**src/fmo_pkg.sv**
```systemverilog
// types, constants and preset voice table of the fm register translator
package fmo_pkg;

   typedef struct packed {
      logic [5:0] src_register;
      logic [7:0] write_value;
   } req_type;

   typedef struct packed {
      logic [8:0] target_address;
      logic [7:0] target_data;
      logic       last_write;
   } rsp_type;

   typedef enum logic [1:0] {
      CHIP_NONE = 2'd0,
      CHIP_BASE = 2'd1,
      CHIP_BOTH = 2'd2
   } chip_mode_type;

   typedef enum logic [2:0] {
      OP_NONE,
      OP_FREQ,
      OP_INSTR,
      OP_VOLUME,
      OP_RHY_ENABLE,
      OP_RHY_BASS,
      OP_RHY_LEVEL
   } op_type;

   typedef enum logic [2:0] {
      ST_IDLE,
      ST_MUL,
      ST_REDUCE,
      ST_FIX,
      ST_EMIT
   } state_type;

   typedef struct packed {
      logic load;
      logic mul;
      logic reduce;
      logic fix;
      logic push;
      logic advance;
   } dp_cmd_type;

   typedef struct packed {
      logic req_is_freq;
      logic slot_keep;
      logic slot_last;
      logic out_free;
   } dp_status_type;

   // register port
   localparam int CsrDataWidth = 32;
   localparam int CsrAddrWidth = 3;
   localparam logic RegChipMode = 1'b0;

   // source register map
   localparam logic [5:0] SrcRhythm = 6'h0e;
   localparam logic [5:0] SrcLevelA = 6'h37;
   localparam logic [5:0] SrcLevelB = 6'h38;
   localparam logic [5:0] SrcBass   = 6'h36;
   localparam logic [2:0] GrpVoice  = 3'b000;
   localparam logic [2:0] GrpFnum   = 3'b010;
   localparam logic [2:0] GrpFreq   = 3'b100;
   localparam logic [2:0] GrpChan   = 3'b110;
   localparam int ChanCount = 6;
   localparam int VoiceRegs = 8;

   // frequency scaling by a reciprocal multiply and one correction
   localparam int FnumWidth = 9;
   localparam int FreqWidth = 11;
   localparam int ProdWidth = 27;
   localparam int FreqShift = 16;
   localparam int unsigned FreqNum = 200000;
   localparam int unsigned FreqDen = 55467;
   localparam longint unsigned FreqRecipWide =
      (longint'(FreqNum) << FreqShift) / longint'(FreqDen);
   localparam logic [ProdWidth-1:0] FreqRecip = ProdWidth'(FreqRecipWide);
   localparam logic [ProdWidth-1:0] FreqNumP  = ProdWidth'(FreqNum);
   localparam logic [ProdWidth-1:0] FreqDenP  = ProdWidth'(FreqDen);

   localparam int VoiceCount = 16;
   localparam int VoiceBytes = 13;

   localparam logic [7:0] PresetVoices [VoiceCount][VoiceBytes] = '{
      '{8'h00,8'h00,8'h7F,8'h7f,8'h01,8'h01,8'h01,8'h01,8'h01,8'h01,8'hFF,8'hFF,8'h04},
      '{8'h01,8'h01,8'h25,8'h7f,8'h17,8'h0B,8'h09,8'h0D,8'h00,8'h00,8'h14,8'h17,8'h3C},
      '{8'h02,8'h01,8'h2B,8'h7f,8'h15,8'h15,8'h07,8'h07,8'h07,8'h07,8'h75,8'h05,8'h2C},
      '{8'h01,8'h01,8'h1D,8'h7f,8'h9B,8'h97,8'h13,8'h05,8'h00,8'h05,8'h11,8'hF4,8'h2C},
      '{8'h01,8'h01,8'h41,8'h7f,8'h0D,8'h89,8'h19,8'h07,8'h00,8'h00,8'h18,8'h26,8'h3C},
      '{8'h02,8'h00,8'h41,8'h7f,8'h11,8'h8B,8'h91,8'h09,8'h00,8'h00,8'h14,8'h06,8'h3C},
      '{8'h01,8'h04,8'h41,8'h7f,8'h8F,8'h8B,8'h05,8'h0D,8'h00,8'h00,8'h0A,8'h1C,8'h2C},
      '{8'h01,8'h01,8'h2D,8'h7f,8'h8B,8'h8B,8'h03,8'h05,8'h00,8'h00,8'h26,8'h24,8'h3C},
      '{8'h01,8'h03,8'h15,8'h7f,8'h1F,8'h1F,8'h99,8'h11,8'h00,8'h00,8'h28,8'h29,8'h34},
      '{8'h01,8'h01,8'h1B,8'h7f,8'h0F,8'h9F,8'h0B,8'h05,8'h00,8'h00,8'h18,8'h03,8'h2C},
      '{8'h02,8'h04,8'h17,8'h7f,8'h13,8'h17,8'h09,8'h01,8'h09,8'h01,8'h33,8'hF6,8'h34},
      '{8'h01,8'h00,8'h0D,8'h7f,8'h15,8'h1D,8'h07,8'h05,8'h07,8'h05,8'hF4,8'hF4,8'h34},
      '{8'h09,8'h01,8'h49,8'h7f,8'h93,8'h9B,8'h8B,8'h83,8'h00,8'h00,8'hE5,8'hF2,8'h34},
      '{8'h00,8'h01,8'h13,8'h7f,8'h19,8'h9F,8'h0F,8'h13,8'h0F,8'h00,8'h14,8'h04,8'h34},
      '{8'h01,8'h01,8'h23,8'h7f,8'h99,8'h97,8'h01,8'h05,8'h01,8'h05,8'h01,8'hF4,8'h04},
      '{8'h03,8'h03,8'h1F,8'h7f,8'h1B,8'h17,8'h1B,8'h1F,8'h00,8'h1F,8'h4A,8'h05,8'h3C}
   };

   function automatic logic [7:0] preset_byte(logic [3:0] row, logic [3:0] idx);
      logic [7:0] result;
      result = 8'h00;
      if (idx < 4'(VoiceBytes)) begin
         result = PresetVoices[row][idx];
      end
      return result;
   endfunction

   function automatic logic [7:0] level_byte(logic [3:0] nib);
      logic [5:0] atten;
      atten = 6'd63 - {1'b0, nib, 1'b0};
      return {2'b11, atten};
   endfunction

endpackage

```
**src/fmo_csr.sv**
```systemverilog
// configuration register block holding the target chip mode
module fmo_csr (
   input  logic                               clock,
   input  logic                               reset,
   input  logic                               psel,
   input  logic                               penable,
   input  logic                               pwrite,
   input  logic [fmo_pkg::CsrAddrWidth-1:0]   paddr,
   input  logic [fmo_pkg::CsrDataWidth-1:0]   pwdata,
   output logic [fmo_pkg::CsrDataWidth-1:0]   prdata,
   output logic                               pready,
   output fmo_pkg::chip_mode_type             chip_mode
);

   fmo_pkg::chip_mode_type mode_ff, mode_in;
   logic                   wr_en;
   logic                   reg_idx;

   assign pready  = 1'b1;
   assign reg_idx = paddr[2];
   assign wr_en   = psel & penable & pwrite & pready;

   always_comb begin
      mode_in = mode_ff;
      if (wr_en && reg_idx == fmo_pkg::RegChipMode) begin
         if (pwdata[1:0] == 2'b11) begin
            mode_in = fmo_pkg::CHIP_BOTH;
         end else begin
            mode_in = fmo_pkg::chip_mode_type'(pwdata[1:0]);
         end
      end
   end

   always_ff @(posedge clock) begin
      if (reset) begin
         mode_ff <= fmo_pkg::CHIP_BOTH;
      end else begin
         mode_ff <= mode_in;
      end
   end

   always_comb begin
      prdata = '0;
      if (reg_idx == fmo_pkg::RegChipMode) begin
         prdata = fmo_pkg::CsrDataWidth'(mode_ff);
      end
   end

   assign chip_mode = mode_ff;

endmodule

```
**src/fmo_ctrl.sv**
```systemverilog
// controller state machine sequencing accept, frequency scaling and write emission
module fmo_ctrl (
   input  logic                   clock,
   input  logic                   reset,
   input  logic                   req_valid,
   output logic                   req_stall,
   input  fmo_pkg::dp_status_type status,
   output fmo_pkg::dp_cmd_type    cmd
);

   fmo_pkg::state_type state_ff, state_in;

   always_ff @(posedge clock) begin
      if (reset) begin
         state_ff <= fmo_pkg::ST_IDLE;
      end else begin
         state_ff <= state_in;
      end
   end

   always_comb begin
      state_in  = state_ff;
      cmd       = '0;
      req_stall = (state_ff != fmo_pkg::ST_IDLE);
      unique case (state_ff)
         fmo_pkg::ST_IDLE: begin
            if (req_valid) begin
               cmd.load = 1'b1;
               state_in = status.req_is_freq ? fmo_pkg::ST_MUL : fmo_pkg::ST_EMIT;
            end
         end
         fmo_pkg::ST_MUL: begin
            cmd.mul  = 1'b1;
            state_in = fmo_pkg::ST_REDUCE;
         end
         fmo_pkg::ST_REDUCE: begin
            cmd.reduce = 1'b1;
            state_in   = fmo_pkg::ST_FIX;
         end
         fmo_pkg::ST_FIX: begin
            cmd.fix  = 1'b1;
            state_in = fmo_pkg::ST_EMIT;
         end
         fmo_pkg::ST_EMIT: begin
            // dropped slots pass without waiting on the output register
            if (!status.slot_keep || status.out_free) begin
               cmd.advance = 1'b1;
               cmd.push    = status.slot_keep;
               if (status.slot_last) begin
                  state_in = fmo_pkg::ST_IDLE;
               end
            end
         end
         default: begin
            state_in = fmo_pkg::ST_IDLE;
         end
      endcase
   end

endmodule

```
**src/fmo_dp.sv**
```systemverilog
// datapath: source shadow, frequency scaling, write slot generation and output register
module fmo_dp (
   input  logic                   clock,
   input  logic                   reset,
   input  fmo_pkg::req_type       req_data,
   output fmo_pkg::rsp_type       rsp_data,
   output logic                   rsp_valid,
   input  logic                   rsp_stall,
   input  fmo_pkg::chip_mode_type chip_mode,
   input  fmo_pkg::dp_cmd_type    cmd,
   output fmo_pkg::dp_status_type status
);

   localparam logic [4:0] SlotOpLast   = 5'd11;
   localparam logic [4:0] SlotZeroA    = 5'd12;
   localparam logic [4:0] SlotZeroB    = 5'd13;
   localparam logic [4:0] SlotFbAlg    = 5'd14;
   localparam logic [4:0] SlotPan      = 5'd15;
   localparam logic [4:0] SlotVolume   = 5'd16;
   localparam logic [4:0] SlotFreqLast = 5'd2;
   localparam logic [3:0] FbAlgIdx     = 4'd12;

   // shadow of the source registers that later translations read
   logic [7:0] voice_ff [fmo_pkg::VoiceRegs];
   logic [7:0] voice_in [fmo_pkg::VoiceRegs];
   logic [7:0] fnum_ff  [fmo_pkg::ChanCount];
   logic [7:0] fnum_in  [fmo_pkg::ChanCount];
   logic [3:0] inst_ff  [fmo_pkg::ChanCount];
   logic [3:0] inst_in  [fmo_pkg::ChanCount];
   logic       rhythm_ff, rhythm_in;

   // transaction in progress
   fmo_pkg::op_type op_ff, op_in;
   logic [5:0]      reg_ff, reg_in;
   logic [7:0]      val_ff, val_in;
   logic [4:0]      slot_ff, slot_in;

   // frequency pipeline
   logic [fmo_pkg::FnumWidth-1:0] fn_ff, fn_in;
   logic [fmo_pkg::ProdWidth-1:0] prod_ff, prod_in;
   logic [fmo_pkg::ProdWidth-1:0] num_ff, num_in;
   logic [fmo_pkg::ProdWidth-1:0] qm_ff, qm_in;
   logic [fmo_pkg::FreqWidth-1:0] qest_ff, qest_in;
   logic [fmo_pkg::FreqWidth-1:0] f_ff, f_in;
   logic [fmo_pkg::ProdWidth-1:0] rem;

   // output register
   fmo_pkg::rsp_type rsp_ff, rsp_in;
   logic             rsp_valid_ff, rsp_valid_in;

   // request decode
   logic [5:0]      rq_reg;
   logic [7:0]      rq_val;
   logic [2:0]      rq_ch;
   logic            rq_ch_ok;
   logic            rq_is_freq;
   logic            rq_is_chan;
   logic [7:0]      rq_fnum;
   logic [3:0]      rq_inst;
   fmo_pkg::op_type rq_op;

   // slot generation
   logic [2:0] ch;
   logic [2:0] code;
   logic [8:0] base;
   logic [3:0] row;
   logic [3:0] voice_idx;
   logic [7:0] voice_byte;
   logic [7:0] custom_v [fmo_pkg::VoiceBytes];
   logic [8:0] slot_addr;
   logic [7:0] slot_data;
   logic       slot_exists;
   logic       slot_last;
   logic       slot_keep;

   assign rq_reg     = req_data.src_register;
   assign rq_val     = req_data.write_value;
   assign rq_ch      = rq_reg[2:0];
   assign rq_ch_ok   = (rq_ch < 3'(fmo_pkg::ChanCount));
   assign rq_is_freq = (rq_reg[5:3] == fmo_pkg::GrpFreq) && rq_ch_ok;
   assign rq_is_chan = (rq_reg[5:3] == fmo_pkg::GrpChan) && rq_ch_ok;
   assign rq_fnum    = rq_ch_ok ? fnum_ff[rq_ch] : 8'h00;
   assign rq_inst    = rq_ch_ok ? inst_ff[rq_ch] : 4'h0;

   always_comb begin
      priority if (rq_is_freq) begin
         rq_op = fmo_pkg::OP_FREQ;
      end else if (rq_is_chan) begin
         rq_op = (rq_val[7:4] != rq_inst) ? fmo_pkg::OP_INSTR : fmo_pkg::OP_VOLUME;
      end else if (rq_reg == fmo_pkg::SrcRhythm) begin
         rq_op = rq_val[5] ? fmo_pkg::OP_RHY_ENABLE : fmo_pkg::OP_NONE;
      end else if (rq_reg == fmo_pkg::SrcBass) begin
         rq_op = rhythm_ff ? fmo_pkg::OP_RHY_BASS : fmo_pkg::OP_NONE;
      end else if (rq_reg == fmo_pkg::SrcLevelA || rq_reg == fmo_pkg::SrcLevelB) begin
         rq_op = rhythm_ff ? fmo_pkg::OP_RHY_LEVEL : fmo_pkg::OP_NONE;
      end else begin
         rq_op = fmo_pkg::OP_NONE;
      end
   end

   // load, shadow update and slot counter
   always_comb begin
      op_in     = op_ff;
      reg_in    = reg_ff;
      val_in    = val_ff;
      slot_in   = slot_ff;
      fn_in     = fn_ff;
      voice_in  = voice_ff;
      fnum_in   = fnum_ff;
      inst_in   = inst_ff;
      rhythm_in = rhythm_ff;
      if (cmd.load) begin
         op_in   = rq_op;
         reg_in  = rq_reg;
         val_in  = rq_val;
         slot_in = (rq_op == fmo_pkg::OP_VOLUME) ? SlotVolume : 5'd0;
         fn_in   = {rq_val[0], rq_fnum};
         if (rq_reg[5:3] == fmo_pkg::GrpVoice) begin
            voice_in[rq_ch] = rq_val;
         end
         if (rq_reg[5:3] == fmo_pkg::GrpFnum && rq_ch_ok) begin
            fnum_in[rq_ch] = rq_val;
         end
         if (rq_is_chan) begin
            inst_in[rq_ch] = rq_val[7:4];
         end
         if (rq_reg == fmo_pkg::SrcRhythm) begin
            rhythm_in = rq_val[5];
         end
      end else if (cmd.advance) begin
         slot_in = slot_ff + 5'd1;
      end
   end

   // frequency scaling: fn * num / den
   assign rem = num_ff - qm_ff;

   always_comb begin
      prod_in = prod_ff;
      num_in  = num_ff;
      qest_in = qest_ff;
      qm_in   = qm_ff;
      f_in    = f_ff;
      if (cmd.mul) begin
         prod_in = fmo_pkg::ProdWidth'(fn_ff) * fmo_pkg::FreqRecip;
         num_in  = fmo_pkg::ProdWidth'(fn_ff) * fmo_pkg::FreqNumP;
      end
      if (cmd.reduce) begin
         qest_in = prod_ff[fmo_pkg::FreqShift +: fmo_pkg::FreqWidth];
         qm_in   = fmo_pkg::ProdWidth'(prod_ff[fmo_pkg::FreqShift +: fmo_pkg::FreqWidth])
                   * fmo_pkg::FreqDenP;
      end
      if (cmd.fix) begin
         f_in = qest_ff + fmo_pkg::FreqWidth'(rem >= fmo_pkg::FreqDenP);
      end
   end

   // custom voice built from the first eight shadow registers
   always_comb begin
      custom_v[0]  = {4'h0, voice_ff[0][3:0]};
      custom_v[1]  = {4'h0, voice_ff[1][3:0]};
      custom_v[2]  = {1'b0, voice_ff[2][5:0], 1'b0};
      custom_v[3]  = 8'h7f;
      custom_v[4]  = {voice_ff[0][4], 2'b00, voice_ff[4][7:4], 1'b1};
      custom_v[5]  = {voice_ff[1][4], 2'b00, voice_ff[5][7:4], 1'b1};
      custom_v[6]  = {voice_ff[0][7], 2'b00, voice_ff[4][3:0], 1'b1};
      custom_v[7]  = {voice_ff[1][7], 2'b00, voice_ff[5][3:0], 1'b1};
      custom_v[8]  = voice_ff[0][5] ? 8'h00 : custom_v[6];
      custom_v[9]  = voice_ff[1][5] ? 8'h00 : custom_v[7];
      custom_v[10] = voice_ff[6];
      custom_v[11] = voice_ff[7];
      custom_v[12] = {2'b00, voice_ff[3][2:0], 3'b100};
   end

   assign ch        = reg_ff[2:0];
   assign base      = (ch > 3'd2) ? (9'h100 + 9'(ch - 3'd3)) : 9'(ch);
   assign code      = (ch > 3'd2) ? (ch + 3'd1) : ch;
   assign row       = val_ff[7:4];
   assign voice_idx = (slot_ff == SlotFbAlg) ? FbAlgIdx : slot_ff[3:0];

   always_comb begin
      voice_byte = fmo_pkg::preset_byte(row, voice_idx);
      if (row == 4'h0) begin
         voice_byte = (voice_idx < 4'(fmo_pkg::VoiceBytes)) ? custom_v[voice_idx] : 8'h00;
      end
   end

   always_comb begin
      slot_addr   = 9'h000;
      slot_data   = 8'h00;
      slot_exists = 1'b1;
      slot_last   = 1'b1;
      unique case (op_ff)
         fmo_pkg::OP_FREQ: begin
            slot_last = (slot_ff == SlotFreqLast);
            unique case (slot_ff)
               5'd0: begin
                  slot_addr = base + 9'h0a4;
                  slot_data = {2'b00, val_ff[3:1], f_ff[10:8]};
               end
               5'd1: begin
                  slot_addr = base + 9'h0a0;
                  slot_data = f_ff[7:0];
               end
               default: begin
                  slot_addr = 9'h028;
                  slot_data = {2'b00, val_ff[4], val_ff[4], 1'b0, code};
               end
            endcase
         end
         fmo_pkg::OP_INSTR, fmo_pkg::OP_VOLUME: begin
            slot_last = (slot_ff == SlotVolume);
            priority if (slot_ff <= SlotOpLast) begin
               slot_addr = base + 9'h030 + 9'({slot_ff[3:0], 3'b000});
               slot_data = voice_byte;
            end else if (slot_ff == SlotZeroA) begin
               slot_addr = base + 9'h090;
            end else if (slot_ff == SlotZeroB) begin
               slot_addr = base + 9'h098;
            end else if (slot_ff == SlotFbAlg) begin
               slot_addr = base + 9'h0b0;
               slot_data = voice_byte;
            end else if (slot_ff == SlotPan) begin
               slot_addr = base + 9'h0b4;
               slot_data = 8'hd0;
            end else begin
               slot_addr = base + 9'h048;
               slot_data = {1'b0, val_ff[3:0], 3'b000};
            end
         end
         fmo_pkg::OP_RHY_ENABLE: begin
            slot_addr = 9'h010;
            slot_data = {3'b000, val_ff[2], val_ff[0], val_ff[1], val_ff[3], val_ff[4]};
         end
         fmo_pkg::OP_RHY_BASS: begin
            slot_addr = 9'h018;
            slot_data = fmo_pkg::level_byte(val_ff[3:0]);
         end
         fmo_pkg::OP_RHY_LEVEL: begin
            slot_last = (slot_ff == 5'd1);
            if (slot_ff == 5'd0) begin
               slot_addr = (reg_ff == fmo_pkg::SrcLevelA) ? 9'h019 : 9'h01a;
               slot_data = fmo_pkg::level_byte(val_ff[3:0]);
            end else begin
               slot_addr = (reg_ff == fmo_pkg::SrcLevelA) ? 9'h01b : 9'h01c;
               slot_data = fmo_pkg::level_byte(val_ff[7:4]);
            end
         end
         default: begin
            slot_exists = 1'b0;
         end
      endcase
   end

   // writes to a bank the target chip lacks are dropped
   assign slot_keep = slot_exists && (chip_mode != fmo_pkg::CHIP_NONE)
                      && !(slot_addr[8] && chip_mode == fmo_pkg::CHIP_BASE);

   always_comb begin
      rsp_in       = rsp_ff;
      rsp_valid_in = rsp_valid_ff & rsp_stall;
      if (cmd.push) begin
         rsp_in.target_address = slot_addr;
         rsp_in.target_data    = slot_data;
         rsp_in.last_write     = slot_last;
         rsp_valid_in          = 1'b1;
      end
   end

   always_ff @(posedge clock) begin
      if (reset) begin
         rsp_valid_ff <= 1'b0;
         rhythm_ff    <= 1'b0;
         for (int i = 0; i < fmo_pkg::VoiceRegs; i++) begin
            voice_ff[i] <= 8'h00;
         end
         for (int i = 0; i < fmo_pkg::ChanCount; i++) begin
            fnum_ff[i] <= 8'h00;
            inst_ff[i] <= 4'h0;
         end
      end else begin
         rsp_valid_ff <= rsp_valid_in;
         rhythm_ff    <= rhythm_in;
         voice_ff     <= voice_in;
         fnum_ff      <= fnum_in;
         inst_ff      <= inst_in;
      end
   end

   always_ff @(posedge clock) begin
      op_ff   <= op_in;
      reg_ff  <= reg_in;
      val_ff  <= val_in;
      slot_ff <= slot_in;
      fn_ff   <= fn_in;
      prod_ff <= prod_in;
      num_ff  <= num_in;
      qest_ff <= qest_in;
      qm_ff   <= qm_in;
      f_ff    <= f_in;
      rsp_ff  <= rsp_in;
   end

   assign status.req_is_freq = rq_is_freq;
   assign status.slot_keep   = slot_keep;
   assign status.slot_last   = slot_last;
   assign status.out_free    = !rsp_valid_ff || !rsp_stall;

   assign rsp_data  = rsp_ff;
   assign rsp_valid = rsp_valid_ff;

endmodule

```
**src/fm_opll_to_opn_register_translator.sv**
```systemverilog
// top level of the 2-operator to 4-operator fm register write translator
//
//  channel | direction | handshake               | payload
//  req     | in        | req_valid / req_stall   | req_data  (src_register, write_value)
//  rsp     | out       | rsp_valid / rsp_stall   | rsp_data  (target_address, target_data,
//          |           |                         |            last_write)
//  csr     | in        | psel / penable / pready | paddr, pwdata, prdata (chip_mode)
//
// a transaction is accepted, then steps through its target write slots in order:
// seventeen for an instrument change, one for volume, rhythm or an unhandled register,
// two for rhythm levels and three for a frequency write after multiply, reduce and fix;
// dropped writes still take their slot; the single output register sets the pace
// reset is synchronous, clears the source shadow and selects both target banks
// rsp_stall holds the current write slot; req_stall stays high until the last slot is out
module fm_opll_to_opn_register_translator (
   input  logic                               clock,
   input  logic                               reset,
   input  logic                               req_valid,
   output logic                               req_stall,
   input  fmo_pkg::req_type                   req_data,
   output logic                               rsp_valid,
   input  logic                               rsp_stall,
   output fmo_pkg::rsp_type                   rsp_data,
   input  logic                               psel,
   input  logic                               penable,
   input  logic                               pwrite,
   input  logic [fmo_pkg::CsrAddrWidth-1:0]   paddr,
   input  logic [fmo_pkg::CsrDataWidth-1:0]   pwdata,
   output logic [fmo_pkg::CsrDataWidth-1:0]   prdata,
   output logic                               pready
);

   fmo_pkg::chip_mode_type chip_mode;
   fmo_pkg::dp_cmd_type    cmd;
   fmo_pkg::dp_status_type status;

   fmo_csr u_csr (
      .clock     (clock),
      .reset     (reset),
      .psel      (psel),
      .penable   (penable),
      .pwrite    (pwrite),
      .paddr     (paddr),
      .pwdata    (pwdata),
      .prdata    (prdata),
      .pready    (pready),
      .chip_mode (chip_mode)
   );

   fmo_ctrl u_ctrl (
      .clock     (clock),
      .reset     (reset),
      .req_valid (req_valid),
      .req_stall (req_stall),
      .status    (status),
      .cmd       (cmd)
   );

   fmo_dp u_dp (
      .clock     (clock),
      .reset     (reset),
      .req_data  (req_data),
      .rsp_data  (rsp_data),
      .rsp_valid (rsp_valid),
      .rsp_stall (rsp_stall),
      .chip_mode (chip_mode),
      .cmd       (cmd),
      .status    (status)
   );

endmodule

```
**config.mk**
```make
export PLATFORM = sky130hd
export DESIGN_NAME = fm_opll_to_opn_register_translator
export DESIGN_NICKNAME = d
export VERILOG_FILES = /design/src/fmo_pkg.sv /design/src/fmo_csr.sv /design/src/fmo_ctrl.sv /design/src/fmo_dp.sv /design/src/fm_opll_to_opn_register_translator.sv
export SDC_FILE = /design/constraint.sdc
export NUM_CORES = 1
export LEC_CHECK = 0
export ABC_AREA = 1
export BUFFER_PORTS_ARGS = -buffer_cell sky130_fd_sc_hd__buf_4
export CORE_MARGIN = 2
export CORE_UTILIZATION = 24
export DETAILED_ROUTE_END_ITERATION = 12
export SLEW_MARGIN = 20
export SYNTH_ARGS = -nofsm -noshare
export SYNTH_HDL_FRONTEND = slang
export SYNTH_SLANG_ARGS = --single-unit
```
**constraint.sdc**
```tcl
create_clock -name clock -period 6.59 [get_ports clock]
set_clock_uncertainty 0.1 [all_clocks]
set_input_delay 0.659 -clock clock [delete_from_list [all_inputs] [get_ports clock]]
set_output_delay 0.659 -clock clock [all_outputs]
set_load 0.01 [all_outputs]
```
After elaboration in Yosys (flattened, before gate mapping)
Memory sizes are Yosys's and may differ from the RTL's.
Index checks and enable logic that the tools add are counted.
Widths: inputs -> output; s select.
{"block": "op_classes", "mul": 3, "addsub": 17, "bitwise": 7, "shifts": 0, "mux": 77, "reduce_logical": 29, "magnitude_cmp": 9, "div_mod_pow": 0, "n_eq_ne": 32}
{"op": "$mux 104", "n": 2}
{"op": "$mux 8", "n": 17}
{"op": "$bmux 8 s4", "n": 2}
{"op": "$bwmux 64", "n": 1}
{"op": "$mux 9", "n": 7}
{"op": "$add 9x8->9 const B", "n": 6}
{"op": "$bwmux 48", "n": 1}
{"op": "$pmux 9 s5", "n": 1}
{"op": "$mux 3", "n": 14}
{"op": "$pmux 8 s5", "n": 1}
{"op": "$ge 27x16->1 const B", "n": 1}
{"op": "$mul 11x16->27 const B", "n": 1}
{"op": "$sub 27x27->27", "n": 1}
{"op": "$mul 9x17->26 const B", "n": 1}
{"op": "$bmux 8 s3", "n": 1}
{"op": "$bwmux 24", "n": 1}
{"op": "$demux 8 s3", "n": 1}
{"op": "$eq 6x6->1 const B", "n": 4}
{"op": "$mul 9x12->21 const B", "n": 1}
{"op": "$eq 5x4->1 const B", "n": 4}
{"op": "$mux 4", "n": 5}
{"op": "$eq 3x2->1 const B", "n": 6}
{"op": "$eq 3x3->1 const B", "n": 6}
{"op": "$pmux 9 s2", "n": 1}
{"op": "other kinds (51)", "n": 88}
{"block": "totals", "mem_bits_rw": 0, "ff_bits": 288, "output_inout_bits": 53, "latch_bits": 0, "n_memories": 1, "inputBits": 56, "romBits": 1664, "word_cells": 213}
{"name": "(name not given)", "depth": 16, "width": 104, "read_ports": 1, "rd_clocked_by_memory_dff": 0, "wr": 0, "line_no": "fmo_pkg.sv:111", "text": "result = PresetVoices[row][idx];"}

Longest topological paths before layout
{"block": "depth", "word_depth": 19, "mapped_depth": 25, "mapped_depth_nobuf": 25}

Cells and area by module
A second synthesis with hierarchy kept.
{"block": "hier_totals", "cells_unflattened": 2681, "area_unflattened_um2": 21625.7}
{"module": "fmo_dp", "cells_per_inst": 2590, "area_per_inst_um2": 21052.7, "n_inst": 1, "seq_area_each_um2": 6426.2}
{"module": "fmo_csr", "cells_per_inst": 56, "area_per_inst_um2": 367.9, "n_inst": 1, "seq_area_each_um2": 40.0}
{"module": "fmo_ctrl", "cells_per_inst": 35, "area_per_inst_um2": 205.2, "n_inst": 1, "seq_area_each_um2": 60.1}

Worst setup path before layout
OpenSTA, ideal clock, no wires.
{"block": "synth_path", "path_kind": "register to register", "startpoint": "reg u_dp.prod_ff[25] in the netlist's numbering", "endpoint": "reg u_dp.qm_ff[23] in the netlist's numbering, data pin", "path_buffers": 0, "period_less_slack_ps": 4781, "path_slack_ps": 1809, "path_stages_with_launch": 19, "setup_ps": 262, "required_ps": 6228, "arrival_time_ps": 4418, "cell_sequence": "edfxtp_1 inv_1 ha_1 inv_1 fa_1 inv_1 fa_1 fa_1 inv_1 ha_1 ha_1 nand2_1 nor2_1 a21oi_1 o21ai_0 a21oi_1 o21ai_0 a21oi_1 xor2_1"}
{"block": "synth_between", "elab_chain_cells": 1}
{"element": "from (decl)", "line_no": "fmo_dp.sv:40", "text": "logic [fmo_pkg::ProdWidth-1:0] prod_ff, prod_in;"}
{"element": "from (signal assigned)", "line_no": "fmo_dp.sv:296", "text": "prod_ff <= prod_in;"}
{"element": "$mul 11x16->27", "line_no": "fmo_dp.sv:151", "text": "* fmo_pkg::FreqDenP;"}
{"element": "to (signal assigned)", "line_no": "fmo_dp.sv:299", "text": "qm_ff <= qm_in;"}
{"element": "to (decl)", "line_no": "fmo_dp.sv:42", "text": "logic [fmo_pkg::ProdWidth-1:0] qm_ff, qm_in;"}
No other way between the ends.
A chain may end at the register's enable or synchronous reset.

Worst setup path in the final report
Ends and elaborated chain as after synthesis.

==> flow_summary.json <==
{
  "status": "complete, no violations",
  "clockBufferDepth": 3,
  "final_area_um2": 24400,
  "slowest_stage": "fa_1",
  "maxClockFrequency_mhz": 190,
  "die_h_um": 306,
  "hold_violations": 0,
  "drt-total-wl_mm": 59.4,
  "final_max_slew_viol_count": 0,
  "drive_above_1_share_pct": 5.09,
  "max_cap_violations": 0,
  "synthArstFlopShare_pct": 0,
  "drt-initial-drc-count": 1330,
  "path_cells": "inv_1, ha_1, inv_1, fa_1, inv_1, fa_1, fa_1, inv_1, ha_1, ha_1, nand2_1, nor2_1, a21oi_1, o21ai_0, a21oi_1, o21ai_0, a21oi_1, xor2_1",
  "drc": 0,
  "synthToLayoutAreaGrowth_pct": 11.4,
  "syn_area_per_cell_um2": 7.79,
  "worst_slew_pin_slew_ns": 0.966,
  "ys_seq_area_share_pct": 29.8,
  "io_pins": 109,
  "grt_max_degree": 60,
  "slew_headroom_pct": 35.4,
  "fin_crit_sh_pct": 79.7,
  "setup_viol": 0,
  "crit_top_cell": "inv_1",
  "ys_ff_latch": 262,
  "whs_ns": 0.195,
  "htreeDepth": 1,
  "p_leak_uw": 0.0112,
  "ctsHoldBuffers": 0,
  "numCtsBuffers": 28,
  "power_density_nw_per_um2": 285,
  "fin_nets": 3228,
  "start_util_pct": 24.3,
  "hold_class": "in -> reg",
  "cts_sinks": 262,
  "cts_tree": "done",
  "p_total_uw": 6960,
  "core_um2": 90300,
  "grt_first_pass_wirelength_mm": 95.6,
  "min_period_ns": 5.25,
  "synth_area_leader_cell": "edfxtp_1",
  "worstSetupStartpointType": "flip-flop",
  "synth_area_leaders": "edfxtp_1 (18%), ha_1 (14%), dfxtp_1 (12%)",
  "yosys.area.top_type_share_pct": 17.6,
  "filler_cell_count": 9770,
  "gr-total-overflow": 0,
  "insertion_delay_ns": 0.59,
  "rsz0062_at_grt": "no",
  "place_area_um2": 23400,
  "crit_type": "reg -> reg",
  "post_cts_buffers": 0,
  "tns_ns": 0,
  "die_area_um2": 93700,
  "synth_ff_type": "dfxtp_1",
  "grt_pass1_vias": 17500,
  "synth_edf_count": 128,
  "syn-cell-area_um2": 21900,
  "ant_nets": 0,
  "wire_per_inst_um": 14.8,
  "rows": 110,
  "path_clk_slew_ns": 0.06,
  "slowest_delay_ns": 0.56,
  "cp-end-kind": "flip-flop",
  "gp_congestion": 0.912,
  "crit_fanout": 7,
  "syn_inst": 2810,
  "dr.pass1.iters": 6,
  "antenna_found_initial": 5,
  "dp_hpwl_mm": 46.0,
  "cp_data_required_time_ns": 6.79,
  "io_buffers": 45,
  "die_x_um": 306,
  "drt-vias-per-instance": 4.53,
  "reg2reg_slack_ns": 1.34,
  "arrival_ns": 5.45,
  "groute.usage.overall_pct": 12.5,
  "vdd_ir_drop_max_mv": 0.211,
  "synth.distinct_cells": 53,
  "cts_root_buffer": "clkbuf_16",
  "antenna_cells": 0,
  "ys_warn_count": 0,
  "cts.repair.resized": 0,
  "vias": 18300
}
## routing by layer
metal	part of all wire, %	up-vias	track usage (%)
li1	-	9259	-
met2	46	418	20.6
met3	5.5	72	1.71
met4	1.5	10	2.59
met1	47	8494	17.3
met5	0.099	-	0
## cell type report
| class | count | area, um^2 | share of cell area, % |
|---|---|---|---|
| Clock buffer | 35 | 800 | 3.28 |
| Multi-Input combinational cell | 1978 | 13100 | 53.6 |
| Inverter | 499 | 1870 | 7.68 |
| Sequential cell | 262 | 6530 | 26.8 |
| Tap cell | 1176 | 1470 | 6.03 |
| Clock inverter | 17 | 219 | 0.898 |
| Timing Repair Buffer | 58 | 435 | 1.79 |
## cell usage in the layout, fill, tap and decap left out, types with 50 or more instances in the layout
cell,Yosys,final
a21oi_1,221,221
buf_4,36,58
dfxtp_1,134,134
edfxtp_1,128,128
fa_1,100,100
ha_1,245,245
inv_1,487,486
nand2_1,500,500
nand3_1,185,185
nor2_1,214,212
o21ai_0,198,198
xor2_1,50,50
## critical path: cells and delay by family (launching register included)
kind | cells | cell delay (ns)
flops | 1 | 0.54
simple gates | 2 | 0.19
fa+ha+maj | 6 | 2.63
xor+xnor | 1 | 0.15
buf+inv | 4 | 0.34
compound gates | 5 | 1.05
## metrics by stage
step	cells	setup WS (ns)	util, %
final	4025	1.34	27.0
after global routing	4025	1.04	27.0
after CTS	4025	1.31	27.0
after detailed placement	3973	1.34	25.9
after global placement	3973	1.33	25.9
after floorplan	2839	1.81	-
## cells by family (layout without fill, tap and decap cells)
kind of cell | Yosys count | in the layout | synth area share (%)
mux | 1 | 1 | 0.0457
flops | 262 | 262 | 29.8
fa+ha+maj | 345 | 345 | 23.1
other cells | 2 | 31 | 0.0343
simple gates | 980 | 980 | 19.0
compound gates | 553 | 553 | 14.2
buf+inv | 599 | 609 | 11.1
xor+xnor | 68 | 68 | 2.72
## where the power goes
| group | switching (uW) | internal [uW] | leakage [uW] |
|---|---|---|---|
| sequential | 78.7 | 1910 | 0.00226 |
| clock | 677 | 1020 | 0.000507 |
| combinational | 2070 | 1190 | 0.00842 |
## cell usage after synthesis (3+ instances only)
| cell | n |
|---|---|
| nand2_1 | 500 |
| inv_1 | 487 |
| ha_1 | 245 |
| a21oi_1 | 221 |
| nor2_1 | 214 |
| o21ai_0 | 198 |
| nand3_1 | 185 |
| dfxtp_1 | 134 |
| edfxtp_1 | 128 |
| fa_1 | 100 |
| xor2_1 | 50 |
| clkbuf_1 | 40 |
| buf_4 | 36 |
| o211ai_1 | 33 |
| nand4_1 | 27 |
| buf_2 | 19 |
| a22oi_1 | 18 |
| xnor2_1 | 18 |
| nor3_1 | 17 |
| o2111ai_1 | 16 |
| a31oi_1 | 13 |
| o22ai_1 | 13 |
| a211oi_1 | 9 |
| nand2_2 | 7 |
| or2_2 | 7 |
| a21o_1 | 6 |
| clkinv_1 | 6 |
| inv_2 | 6 |
| nor4_1 | 5 |
| o21bai_1 | 5 |
| o31ai_1 | 5 |
| nand3b_1 | 4 |
| buf_6 | 3 |
| nor2_2 | 3 |
| nor2_4 | 3 |
| o221ai_1 | 3 |
## final timing paths
kind	from	to	depth (start not counted)
max	u_dp.prod_ff[25]	u_dp.qm_ff[23]	18
min	req_data[13]	u_dp.reg_ff[5]	1
max reg2reg	u_dp.prod_ff[25]	u_dp.qm_ff[23]	18
min reg2reg	u_dp.custom_v[55]	u_dp.custom_v[55]	2
## flip-flops by register name (all words and copies together), names as in the netlist, 2 cells and up
register	flops
u_dp.custom_v	53
u_dp.fnum_ff	48
u_dp.qm_ff	26
u_dp.inst_ff	24
u_dp.num_ff	19
u_dp.rsp_data	18
u_dp.prod_ff	13
u_dp.f_ff	11
u_dp.qest_ff	11
u_dp.fn_ff	8
u_dp.val_ff	8
u_dp.reg_ff	6
u_dp.slot_ff	5
u_ctrl.state_ff	3
u_dp.op_ff	3
u_csr.chip_mode	2
u_dp.voice_ff	2
Power figures use the tool's default switching activity.
